--- config.mk ---
export PLATFORM = sky130hd
export DESIGN_NAME = serial_frame_receiver_core_flat
export DESIGN_NICKNAME = d
export VERILOG_FILES = /design/src/rtl/core/sfr_pkg.sv /design/src/rtl/core/sfr_in_if.sv /design/src/rtl/core/sfr_out_if.sv /design/src/rtl/core/sfr_ctrl.sv /design/src/rtl/core/sfr_dpath.sv /design/src/rtl/core/serial_frame_receiver_core.sv /design/src/flat_wrapper.sv
export SDC_FILE = /design/constraint.sdc
export NUM_CORES = 1
export LEC_CHECK = 0
export BUFFER_PORTS_ARGS = -buffer_cell sky130_fd_sc_hd__buf_2
export CORE_MARGIN = 2
export CORE_UTILIZATION = 60
export DETAILED_ROUTE_END_ITERATION = 10
export GPL_ROUTABILITY_DRIVEN = 0
export PLACE_DENSITY_LB_ADDON = 0.05
export SLEW_MARGIN = 10
export SYNTH_ARGS = -nofsm -noshare
export SYNTH_HDL_FRONTEND = slang
export SYNTH_SLANG_ARGS = --single-unit
export TNS_END_PERCENT = 10
--- constraint.sdc ---
create_clock -name clk_i -period 5.3 [get_ports clk_i]
set_clock_uncertainty 0.1 [all_clocks]
set_input_delay 0.265 -clock clk_i [delete_from_list [all_inputs] [get_ports clk_i]]
set_output_delay 0.265 -clock clk_i [all_outputs]
set_load 0.03 [all_outputs]
--- src/rtl/core/sfr_pkg.sv ---
// Shared types and constants of the serial frame receiver.
// Holds the opcodes, byte codes, frame lengths, the state enums and the
// command/status structs between the controller and the datapath.
package sfr_pkg;

  localparam int unsigned BufDepthDef = 16;

  localparam logic [1:0] OpByte    = 2'd0;
  localparam logic [1:0] OpRestart = 2'd1;
  localparam logic [1:0] OpTick    = 2'd2;

  localparam logic [7:0] ByteEsc   = 8'h55;
  localparam logic [7:0] ByteHdr   = 8'hFE;
  localparam logic [7:0] ByteCmd1  = 8'h01;
  localparam logic [7:0] ByteCmd2  = 8'h02;
  localparam logic [7:0] ByteCmd3  = 8'h03;
  localparam logic [7:0] ByteCmd4  = 8'h04;
  localparam logic [7:0] ByteSub5  = 8'h05;
  localparam logic [7:0] ByteSub6  = 8'h06;

  localparam logic [4:0] LenCmd1   = 5'd9;
  localparam logic [4:0] LenEight  = 5'd8;
  localparam logic [4:0] LenSeven  = 5'd7;
  localparam logic [4:0] LenLong   = 5'd16;
  localparam logic [4:0] HdrLen    = 5'd3;

  localparam logic [15:0] TimeoutDef = 16'd500;

  typedef enum logic [3:0] {
    PS_IDLE,
    PS_FIND,
    PS_PAYLOAD,
    PS_C1,
    PS_C2,
    PS_C3,
    PS_C3_LONG,
    PS_C3_SHORT,
    PS_C4,
    PS_C4_LONG,
    PS_C4_SHORT,
    PS_READY
  } parse_state_e;

  typedef enum logic [1:0] {
    CS_IDLE,
    CS_WRITE,
    CS_DUMP_RD,
    CS_DUMP_WAIT
  } ctrl_state_e;

  typedef struct packed {
    logic accept;
    logic wr_step;
    logic rd_en;
    logic load_byte;
    logic load_tmo;
  } sfr_cmd_t;

  typedef struct packed {
    logic [1:0] pend_n;
    logic       emit;
    logic       last_byte;
    logic       out_free;
    logic       tmo_pend;
  } sfr_sts_t;

endpackage

--- src/rtl/core/sfr_in_if.sv ---
// Input channel of the serial frame receiver: valid/ready plus one item.
// Depends on nothing.
interface sfr_in_if;
  logic       valid;
  logic       ready;
  logic [1:0] opcode;
  logic [7:0] rx_byte;

  modport source (output valid, output opcode, output rx_byte, input ready);
  modport sink (input valid, input opcode, input rx_byte, output ready);
endinterface

--- src/rtl/core/sfr_out_if.sv ---
// Result channel of the serial frame receiver: valid/ready plus one result.
// Depends on nothing.
interface sfr_out_if;
  logic       valid;
  logic       ready;
  logic [7:0] frame_byte;
  logic [3:0] byte_index;
  logic [4:0] frame_length;
  logic       last;
  logic       timed_out;

  modport source (output valid, output frame_byte, output byte_index,
                  output frame_length, output last, output timed_out, input ready);
  modport sink (input valid, input frame_byte, input byte_index,
                input frame_length, input last, input timed_out, output ready);
endinterface

--- src/rtl/core/sfr_ctrl.sv ---
// Sequencer of the serial frame receiver: input handshake, buffered writes,
// frame dump and timeout delivery. Depends on sfr_pkg.
module sfr_ctrl (
  input  logic             clk_i,
  input  logic             rst_ni,
  input  logic             in_valid_i,
  output logic             in_ready_o,
  input  sfr_pkg::sfr_sts_t sts_i,
  output sfr_pkg::sfr_cmd_t cmd_o
);
  import sfr_pkg::*;

  ctrl_state_e state_q, state_d;

  always_ff @(posedge clk_i or negedge rst_ni) begin
    if (!rst_ni) begin
      state_q <= CS_IDLE;
    end else begin
      state_q <= state_d;
    end
  end

  always_comb begin
    state_d    = state_q;
    in_ready_o = 1'b0;
    cmd_o      = '0;
    case (state_q)
      CS_IDLE: begin
        // A reported timeout leaves before any further item is taken.
        if (sts_i.tmo_pend) begin
          cmd_o.load_tmo = sts_i.out_free;
        end else begin
          in_ready_o   = 1'b1;
          cmd_o.accept = in_valid_i;
          if (in_valid_i) begin
            state_d = CS_WRITE;
          end
        end
      end
      CS_WRITE: begin
        cmd_o.wr_step = (sts_i.pend_n != 2'd0);
        if (sts_i.pend_n <= 2'd1) begin
          state_d = sts_i.emit ? CS_DUMP_RD : CS_IDLE;
        end
      end
      CS_DUMP_RD: begin
        cmd_o.rd_en = 1'b1;
        state_d     = CS_DUMP_WAIT;
      end
      CS_DUMP_WAIT: begin
        if (sts_i.out_free) begin
          cmd_o.load_byte = 1'b1;
          state_d         = sts_i.last_byte ? CS_IDLE : CS_DUMP_RD;
        end
      end
      default: begin
        state_d = CS_IDLE;
      end
    endcase
  end

endmodule

--- src/rtl/core/sfr_dpath.sv ---
// Datapath of the serial frame receiver: frame parser registers, frame
// store, timeout counter and result register. Depends on sfr_pkg.
module sfr_dpath #(
  parameter int unsigned BUF_DEPTH = sfr_pkg::BufDepthDef
) (
  input  logic              clk_i,
  input  logic              rst_ni,
  input  sfr_pkg::sfr_cmd_t cmd_i,
  output sfr_pkg::sfr_sts_t sts_o,
  input  logic [1:0]        opcode_i,
  input  logic [7:0]        rx_byte_i,
  input  logic              cfg_we_i,
  input  logic [15:0]       cfg_wdata_i,
  output logic              out_valid_o,
  input  logic              out_ready_i,
  output logic [7:0]        frame_byte_o,
  output logic [3:0]        byte_index_o,
  output logic [4:0]        frame_length_o,
  output logic              last_o,
  output logic              timed_out_o
);
  import sfr_pkg::*;

  localparam int unsigned WPW = $clog2(BUF_DEPTH + 1);
  localparam int unsigned AW  = $clog2(BUF_DEPTH);
  localparam logic [WPW-1:0] WpMax = WPW'(BUF_DEPTH);

  parse_state_e   ps_q, ps_d;
  logic           esc_q, esc_d;
  logic [1:0]     fec_q, fec_d;
  logic [WPW-1:0] wp_q, wp_d;
  logic [WPW-1:0] wr_ptr_q, base_d;
  logic [1:0]     pend_n_q, pend_n_d;
  logic [7:0]     pend_b_q, pend_b_d;
  logic [4:0]     emit_len_q, emit_len_d;
  logic [3:0]     dump_idx_q;
  logic [7:0]     rdata_q;
  logic [7:0]     mem [BUF_DEPTH];

  logic [15:0]    ticks_q;
  logic [15:0]    tmo_cnt_q, tmo_cnt_d;
  logic           tmo_rep_q, tmo_rep_d;
  logic           tmo_pend_q, tmo_set;

  logic           out_valid_q;
  logic [7:0]     out_byte_q;
  logic [3:0]     out_idx_q;
  logic [4:0]     out_len_q;
  logic           out_last_q;
  logic           out_tmo_q;

  logic           is_byte;
  logic           last_byte;
  logic           out_free;

  assign is_byte   = (opcode_i == OpByte);
  assign last_byte = (({1'b0, dump_idx_q} + 5'd1) == emit_len_q);
  assign out_free  = !out_valid_q || out_ready_i;

  // Parse step for one accepted item; writes to the store are queued.
  always_comb begin : decode
    logic [WPW-1:0] wp_inc;
    logic [1:0]     fec_inc;
    logic           counted;
    logic [4:0]     tgt;
    wp_inc     = (wp_q < WpMax) ? wp_q + 1'b1 : wp_q;
    fec_inc    = fec_q + 2'd1;
    counted    = 1'b0;
    tgt        = LenEight;
    ps_d       = ps_q;
    esc_d      = esc_q;
    fec_d      = fec_q;
    wp_d       = wp_q;
    base_d     = wp_q;
    pend_n_d   = 2'd0;
    pend_b_d   = rx_byte_i;
    emit_len_d = 5'd0;
    if (opcode_i == OpRestart) begin
      wp_d  = '0;
      esc_d = 1'b0;
      ps_d  = PS_FIND;
    end else if (is_byte) begin
      case (ps_q)
        PS_IDLE, PS_FIND: begin
          if (rx_byte_i == ByteEsc) begin
            esc_d = 1'b1;
          end else if (rx_byte_i == ByteHdr) begin
            fec_d = fec_inc;
            if (fec_inc == 2'd2) begin
              if (esc_q) begin
                base_d   = '0;
                pend_n_d = 2'd3;
                pend_b_d = ByteEsc;
                wp_d     = WPW'(HdrLen);
                esc_d    = 1'b0;
              end
              ps_d  = PS_PAYLOAD;
              fec_d = 2'd0;
            end
          end else begin
            esc_d = 1'b0;
          end
        end
        PS_PAYLOAD: begin
          if (rx_byte_i == ByteEsc) begin
            esc_d = !esc_q;
            if (esc_q) begin
              pend_n_d = 2'd1;
              pend_b_d = ByteEsc;
              wp_d     = wp_inc;
            end
          end else begin
            if (esc_q) begin
              pend_n_d = 2'd1;
              pend_b_d = ByteEsc;
              wp_d     = wp_inc;
              // An escaped header byte restarts the payload after the header.
              if (rx_byte_i == ByteHdr) begin
                pend_n_d = 2'd3;
                wp_d     = WPW'(HdrLen);
              end
            end else if (rx_byte_i >= ByteCmd1 && rx_byte_i <= ByteCmd4) begin
              pend_n_d = 2'd1;
              wp_d     = wp_inc;
              case (rx_byte_i)
                ByteCmd1: ps_d = PS_C1;
                ByteCmd2: ps_d = PS_C2;
                ByteCmd3: ps_d = PS_C3;
                default:  ps_d = PS_C4;
              endcase
            end
            esc_d = 1'b0;
          end
        end
        PS_C1: begin
          counted = 1'b1;
          tgt     = LenCmd1;
        end
        PS_C2, PS_C3_LONG, PS_C4_SHORT: begin
          counted = 1'b1;
          tgt     = LenEight;
        end
        PS_C3_SHORT: begin
          counted = 1'b1;
          tgt     = LenSeven;
        end
        PS_C4_LONG: begin
          counted = 1'b1;
          tgt     = LenLong;
        end
        PS_C3: begin
          pend_n_d = 2'd1;
          wp_d     = wp_inc;
          ps_d     = (rx_byte_i == ByteCmd4 || rx_byte_i == ByteSub5 ||
                      rx_byte_i == ByteSub6) ? PS_C3_LONG : PS_C3_SHORT;
        end
        PS_C4: begin
          pend_n_d = 2'd1;
          wp_d     = wp_inc;
          ps_d     = (rx_byte_i == ByteCmd2) ? PS_C4_LONG : PS_C4_SHORT;
        end
        default: begin
          ps_d = ps_q;
        end
      endcase
      if (counted) begin
        pend_n_d = 2'd1;
        wp_d     = wp_inc;
        if (wp_inc == WPW'(tgt)) begin
          ps_d       = PS_READY;
          emit_len_d = tgt;
        end
      end
    end
  end

  always_comb begin : timer
    logic [15:0] dec;
    dec       = (tmo_cnt_q != 16'd0) ? tmo_cnt_q - 16'd1 : tmo_cnt_q;
    tmo_cnt_d = tmo_cnt_q;
    tmo_rep_d = tmo_rep_q;
    tmo_set   = 1'b0;
    if (is_byte || opcode_i == OpRestart) begin
      tmo_cnt_d = ticks_q;
      tmo_rep_d = 1'b0;
    end else if (opcode_i == OpTick) begin
      tmo_cnt_d = dec;
      if (dec == 16'd0 && !tmo_rep_q) begin
        tmo_rep_d = 1'b1;
        tmo_set   = 1'b1;
      end
    end
  end

  always_ff @(posedge clk_i or negedge rst_ni) begin
    if (!rst_ni) begin
      ps_q        <= PS_IDLE;
      esc_q       <= 1'b0;
      fec_q       <= 2'd0;
      wp_q        <= '0;
      wr_ptr_q    <= '0;
      pend_n_q    <= 2'd0;
      emit_len_q  <= 5'd0;
      dump_idx_q  <= 4'd0;
      ticks_q     <= TimeoutDef;
      tmo_cnt_q   <= TimeoutDef;
      tmo_rep_q   <= 1'b0;
      tmo_pend_q  <= 1'b0;
      out_valid_q <= 1'b0;
    end else begin
      if (cfg_we_i) begin
        ticks_q <= cfg_wdata_i;
      end
      if (cmd_i.accept) begin
        ps_q       <= ps_d;
        esc_q      <= esc_d;
        fec_q      <= fec_d;
        wp_q       <= wp_d;
        wr_ptr_q   <= base_d;
        pend_n_q   <= pend_n_d;
        emit_len_q <= emit_len_d;
        dump_idx_q <= 4'd0;
        tmo_cnt_q  <= tmo_cnt_d;
        tmo_rep_q  <= tmo_rep_d;
        tmo_pend_q <= tmo_set;
      end else if (cmd_i.load_tmo) begin
        tmo_pend_q <= 1'b0;
      end
      if (cmd_i.wr_step) begin
        pend_n_q <= pend_n_q - 2'd1;
        if (wr_ptr_q < WpMax) begin
          wr_ptr_q <= wr_ptr_q + 1'b1;
        end
      end
      if (cmd_i.load_byte) begin
        dump_idx_q <= dump_idx_q + 4'd1;
      end
      if (cmd_i.load_byte || cmd_i.load_tmo) begin
        out_valid_q <= 1'b1;
      end else if (out_ready_i) begin
        out_valid_q <= 1'b0;
      end
    end
  end

  // Payload registers without reset.
  always_ff @(posedge clk_i) begin
    if (cmd_i.accept) begin
      pend_b_q <= pend_b_d;
    end else if (cmd_i.wr_step) begin
      pend_b_q <= ByteHdr;
    end
    if (cmd_i.load_byte) begin
      out_byte_q <= rdata_q;
      out_idx_q  <= dump_idx_q;
      out_len_q  <= emit_len_q;
      out_last_q <= last_byte;
      out_tmo_q  <= 1'b0;
    end else if (cmd_i.load_tmo) begin
      out_byte_q <= 8'd0;
      out_idx_q  <= 4'd0;
      out_len_q  <= 5'd0;
      out_last_q <= 1'b0;
      out_tmo_q  <= 1'b1;
    end
  end

  always_ff @(posedge clk_i) begin
    if (cmd_i.wr_step && (wr_ptr_q < WpMax)) begin
      mem[wr_ptr_q[AW-1:0]] <= pend_b_q;
    end
    if (cmd_i.rd_en) begin
      rdata_q <= mem[AW'(dump_idx_q)];
    end
  end

  assign sts_o.pend_n    = pend_n_q;
  assign sts_o.emit      = (emit_len_q != 5'd0);
  assign sts_o.last_byte = last_byte;
  assign sts_o.out_free  = out_free;
  assign sts_o.tmo_pend  = tmo_pend_q;

  assign out_valid_o    = out_valid_q;
  assign frame_byte_o   = out_byte_q;
  assign byte_index_o   = out_idx_q;
  assign frame_length_o = out_len_q;
  assign last_o         = out_last_q;
  assign timed_out_o    = out_tmo_q;

endmodule

--- src/rtl/core/serial_frame_receiver_core.sv ---
// Top level of the serial frame receiver: controller plus datapath.
// Depends on sfr_pkg, sfr_in_if, sfr_out_if, sfr_ctrl and sfr_dpath.
//
//   channel   direction  handshake      contents
//   in_ch     in         valid/ready    opcode, rx_byte
//   out_ch    out        valid/ready    frame_byte, byte_index, frame_length,
//                                       last, timed_out
//   cfg       in         cfg_we_i       cfg_wdata_i = timeout_ticks
//
// An item is accepted, then its stored bytes (at most three) are written one by one
// through the single write port of the frame store; no new item is taken meanwhile.
// A completed frame is then dumped byte by byte (store read, then result register);
// each load of the result register waits until out_ch is free.
// Reset clears all control state; the frame store holds no reset value.
// A stalled out_ch holds one result; input is taken meanwhile unless a dump
// or a pending timeout result needs the result register.
module serial_frame_receiver_core #(
  parameter int unsigned BUF_DEPTH = sfr_pkg::BufDepthDef
) (
  input  logic        clk_i,
  input  logic        rst_ni,
  input  logic        cfg_we_i,
  input  logic [15:0] cfg_wdata_i,
  sfr_in_if.sink      in_ch,
  sfr_out_if.source   out_ch
);
  import sfr_pkg::*;

  sfr_cmd_t cmd;
  sfr_sts_t sts;

  sfr_ctrl u_ctrl (
    .clk_i      (clk_i),
    .rst_ni     (rst_ni),
    .in_valid_i (in_ch.valid),
    .in_ready_o (in_ch.ready),
    .sts_i      (sts),
    .cmd_o      (cmd)
  );

  sfr_dpath #(
    .BUF_DEPTH (BUF_DEPTH)
  ) u_dpath (
    .clk_i          (clk_i),
    .rst_ni         (rst_ni),
    .cmd_i          (cmd),
    .sts_o          (sts),
    .opcode_i       (in_ch.opcode),
    .rx_byte_i      (in_ch.rx_byte),
    .cfg_we_i       (cfg_we_i),
    .cfg_wdata_i    (cfg_wdata_i),
    .out_valid_o    (out_ch.valid),
    .out_ready_i    (out_ch.ready),
    .frame_byte_o   (out_ch.frame_byte),
    .byte_index_o   (out_ch.byte_index),
    .frame_length_o (out_ch.frame_length),
    .last_o         (out_ch.last),
    .timed_out_o    (out_ch.timed_out)
  );

endmodule

--- src/flat_wrapper.sv ---
// flat-port wrapper written by rule: the top's interface ports become plain ports
module serial_frame_receiver_core_flat import sfr_pkg::*;
#(
  parameter int unsigned BUF_DEPTH = sfr_pkg::BufDepthDef
)
  (clk_i, rst_ni, cfg_we_i, cfg_wdata_i, in_ch_valid, in_ch_opcode, in_ch_rx_byte, in_ch_ready, out_ch_valid, out_ch_frame_byte, out_ch_byte_index, out_ch_frame_length, out_ch_last, out_ch_timed_out, out_ch_ready);
  sfr_in_if in_ch_i ();
  sfr_out_if out_ch_i ();
  input  logic clk_i;
  input  logic rst_ni;
  input  logic cfg_we_i;
  input  logic [15:0] cfg_wdata_i;
  input wire logic [$bits(in_ch_i.valid)-1:0] in_ch_valid;
  input wire logic [$bits(in_ch_i.opcode)-1:0] in_ch_opcode;
  input wire logic [$bits(in_ch_i.rx_byte)-1:0] in_ch_rx_byte;
  output wire logic [$bits(in_ch_i.ready)-1:0] in_ch_ready;
  output wire logic [$bits(out_ch_i.valid)-1:0] out_ch_valid;
  output wire logic [$bits(out_ch_i.frame_byte)-1:0] out_ch_frame_byte;
  output wire logic [$bits(out_ch_i.byte_index)-1:0] out_ch_byte_index;
  output wire logic [$bits(out_ch_i.frame_length)-1:0] out_ch_frame_length;
  output wire logic [$bits(out_ch_i.last)-1:0] out_ch_last;
  output wire logic [$bits(out_ch_i.timed_out)-1:0] out_ch_timed_out;
  input wire logic [$bits(out_ch_i.ready)-1:0] out_ch_ready;
  assign in_ch_i.valid = in_ch_valid;
  assign in_ch_i.opcode = in_ch_opcode;
  assign in_ch_i.rx_byte = in_ch_rx_byte;
  assign in_ch_ready = in_ch_i.ready;
  assign out_ch_valid = out_ch_i.valid;
  assign out_ch_frame_byte = out_ch_i.frame_byte;
  assign out_ch_byte_index = out_ch_i.byte_index;
  assign out_ch_frame_length = out_ch_i.frame_length;
  assign out_ch_last = out_ch_i.last;
  assign out_ch_timed_out = out_ch_i.timed_out;
  assign out_ch_i.ready = out_ch_ready;
  serial_frame_receiver_core #(.BUF_DEPTH(BUF_DEPTH)) u_core (.clk_i(clk_i), .rst_ni(rst_ni), .cfg_we_i(cfg_we_i), .cfg_wdata_i(cfg_wdata_i), .in_ch(in_ch_i), .out_ch(out_ch_i));
endmodule
==> results.json <==
{
  "cts_setup_buffers": 0,
  "cts_buffer_depth": 3,
  "dp_hpwl_um": 15200,
  "drt_pass1_iterations": 5,
  "syn-cell-area_um2": 10500,
  "worstPathMaxFanout": 11,
  "rows": 48,
  "synth_edf_count": 161,
  "clk_latency_ps": 530,
  "slew_viol_final": 0,
  "ys_seq_area_share_pct": 61.4,
  "clkSinkCount": 226,
  "power_leakage_nw": 4.15,
  "final_common_cell": "edfxtp_1",
  "drt_iter0_drc": 646,
  "fmax_mhz": 319,
  "wl_um": 23400,
  "p_comb_share_pct": 17.9,
  "sw_frac_of_total_pct": 30.2,
  "synthFlopType": "edfxtp_1",
  "synth_cells": 765,
  "dp.cells": 998,
  "cts_tree": "built",
  "vias_per_cell": 6.41,
  "portBuffers": 51,
  "cp-start-kind": "flip-flop",
  "grt_usage_pct": 26.2,
  "critPathRequiredTime_ps": 5340,
  "p_clk_share_pct": 33.1,
  "hold_path_class": "primary input to flip-flop",
  "final-instance-count-excl-fill": 1063,
  "ys.warnings.count": 0,
  "cts_resized": 0,
  "nFillCells": 1168,
  "max-slew-margin-rel_pct": 17.2,
  "synthToLayoutAreaGrowth_pct": 13.1,
  "start_util_pct": 61.2,
  "avgSynthCellArea_um2": 13.8,
  "tns_ps": 0,
  "vias": 6809,
  "yosysUniqueCellTypes": 81,
  "finalSetupViolations": 0,
  "finalPower_mw": 5.18,
  "peakVddDrop_mv": 0.318,
  "drive_above_1_share_pct": 23.4,
  "grt_pass1_wl_um": 36800,
  "internal-power_mw": 3.62,
  "core_um2": 17200,
  "min_period_ps": 3130,
  "cts_hold_buf": 20,
  "fp.dieArea_um2": 18700,
  "numCtsBuffers": 24,
  "cp.arrival_ps": 3180,
  "layout.nets": 860,
  "routedWlPerCell_um": 22.1,
  "pwr-share-seq_pct": 49.0,
  "cts.htree.levels": 1,
  "p_per_area_nw_per_um2": 435,
  "antenna_found_initial": 3,
  "synth_nets": 806,
  "hold_viol": 0,
  "post-route-util_pct": 69.2,
  "die_w_um": 137,
  "cap_violations": 0,
  "die-height_um": 137,
  "grt_setup_unrepaired": "false",
  "fin_crit_sh_pct": 59.1,
  "worstSetupPathType": "flip-flop to flip-flop",
  "endpoint_kind": "flip-flop",
  "status": "completed",
  "first_global_vias": 6510,
  "worstMarginPinSlew_ps": 1230,
  "power.switching_mw": 1.57,
  "cts-root-buf": "clkbuf_16",
  "drtAntennaViolNets": 0,
  "final_cell_mix": "edfxtp_1, nand2_1, buf_2",
  "drc": 0,
  "synth_seq_cells": 226,
  "grt_start_max_net_pins": 65,
  "ios": 52,
  "overflow": 0,
  "synthArstFlopShare_pct": 28.3,
  "path_clk_slew_ps": 60
}
## registers in the layout, indices dropped and copies added, names as in the netlist, 5 cells and up
register and cells:
u_core.u_dpath.ticks_q 16, u_core.u_dpath.wr_ptr_q 5, u_core.u_dpath.tmo_cnt_q 16, u_core.u_dpath.mem 128, u_core.u_dpath.rdata_q 8, u_core.u_dpath.pend_b_q 8
u_core.u_dpath.wp_q 5, u_core.u_dpath.frame_byte_o 8
## metrics by stage
stage	hold slack [ps]	cell area (um^2)	setup slack [ps]
3_5_place_dp	364	10900	2280
4_1_cts	0.905	11900	2210
5_1_grt	10.4	11900	2020
2_1_floorplan	-131	10500	2840
6_report	19.1	11900	2170
3_3_place_gp	353	10900	2370
## critical path: stages (launching register included)
cell and delay, ps:
dfrtp_1 550, inv_1 150, or3_1 490, nor2_2 300
nand2_1 190, nor3_1 970
## per-layer routing
metal | part of all wire, % | global-route usage, % | vias up
met5 | 0.12 | 0 | -
met4 | 2.0 | 5.84 | 4
met3 | 8.2 | 5.37 | 47
met2 | 47 | 40.9 | 302
met1 | 43 | 38.5 | 3374
li1 | - | - | 3082
## cell type report
cell class	count	area, um^2	share of cell area, %
flip-flops and latches	226	6470	54.3
inverters	19	71.3	0.598
diodes	1	2.50	0.0210
multi-input cells	472	3780	31.7
well taps	225	282	2.36
clock inverters	16	204	1.71
clock buffers	28	616	5.16
repair buffers	76	493	4.14
## power groups by stage
stage	combinational (mW)	sequential [mW]	clock, mW
floorplan	0.824	2.37	0
global placement	0.876	2.54	0
detailed placement	0.897	2.56	0
CTS	0.918	2.53	1.74
global route	1.04	2.58	1.80
finish	0.929	2.54	1.71
## path summary, 6_finish.rpt
kind                                                from                            to  slack [ps]  cells after the start
worst max-delay path            u_core.u_ctrl.state_q[0]      u_core.u_dpath.mem[6][3]        2170                      5
worst min-delay path                    in_ch_rx_byte[6]    u_core.u_dpath.pend_b_q[6]          20                      2
worst max register to register  u_core.u_ctrl.state_q[0]      u_core.u_dpath.mem[6][3]        2170                      5
worst min register to register  u_core.u_dpath.tmo_rep_q      u_core.u_dpath.tmo_rep_q         380                      2
max in group asynchronous                         rst_ni  u_core.u_dpath.tmo_cnt_q[11]        4160                      3
min in group asynchronous                         rst_ni  u_core.u_dpath.dump_idx_q[3]         340                      3
## cell usage after synthesis, types with 9 or more instances
cell type,number,area [um^2]
o21ai_0,28,140
nand4_1,9,56.3
mux4_2,40,901
a211oi_1,9,67.6
nor3_1,17,85.1
nand2b_1,9,56.3
a21oi_1,30,150
dfstp_2,12,315
edfxtp_1,161,4830
ha_1,10,125
and2_1,22,138
clkbuf_1,24,90.1
dfrtp_1,52,1300
nor2_1,39,146
nor2b_1,9,56.3
o22ai_1,11,68.8
nand3_1,27,135
inv_1,19,71.3
buf_2,10,50.1
nand2_1,61,229
mux2_2,16,180
## kinds of logic (layout without fill, tap and decap cells)
logic type      count (synthesis)  after routing  synth area share [%]
flops                         226            226                  61.4
mux                            64             64                  11.0
other cells                     0              1                     0
fa+ha+maj                      10             10                  1.19
simple gates                  244            244                  12.8
compound gates                143            143                  9.67
buf+inv                        67            139                  2.88
xor+xnor                       11             11                  1.04
(Power assumes the default switching activity.)
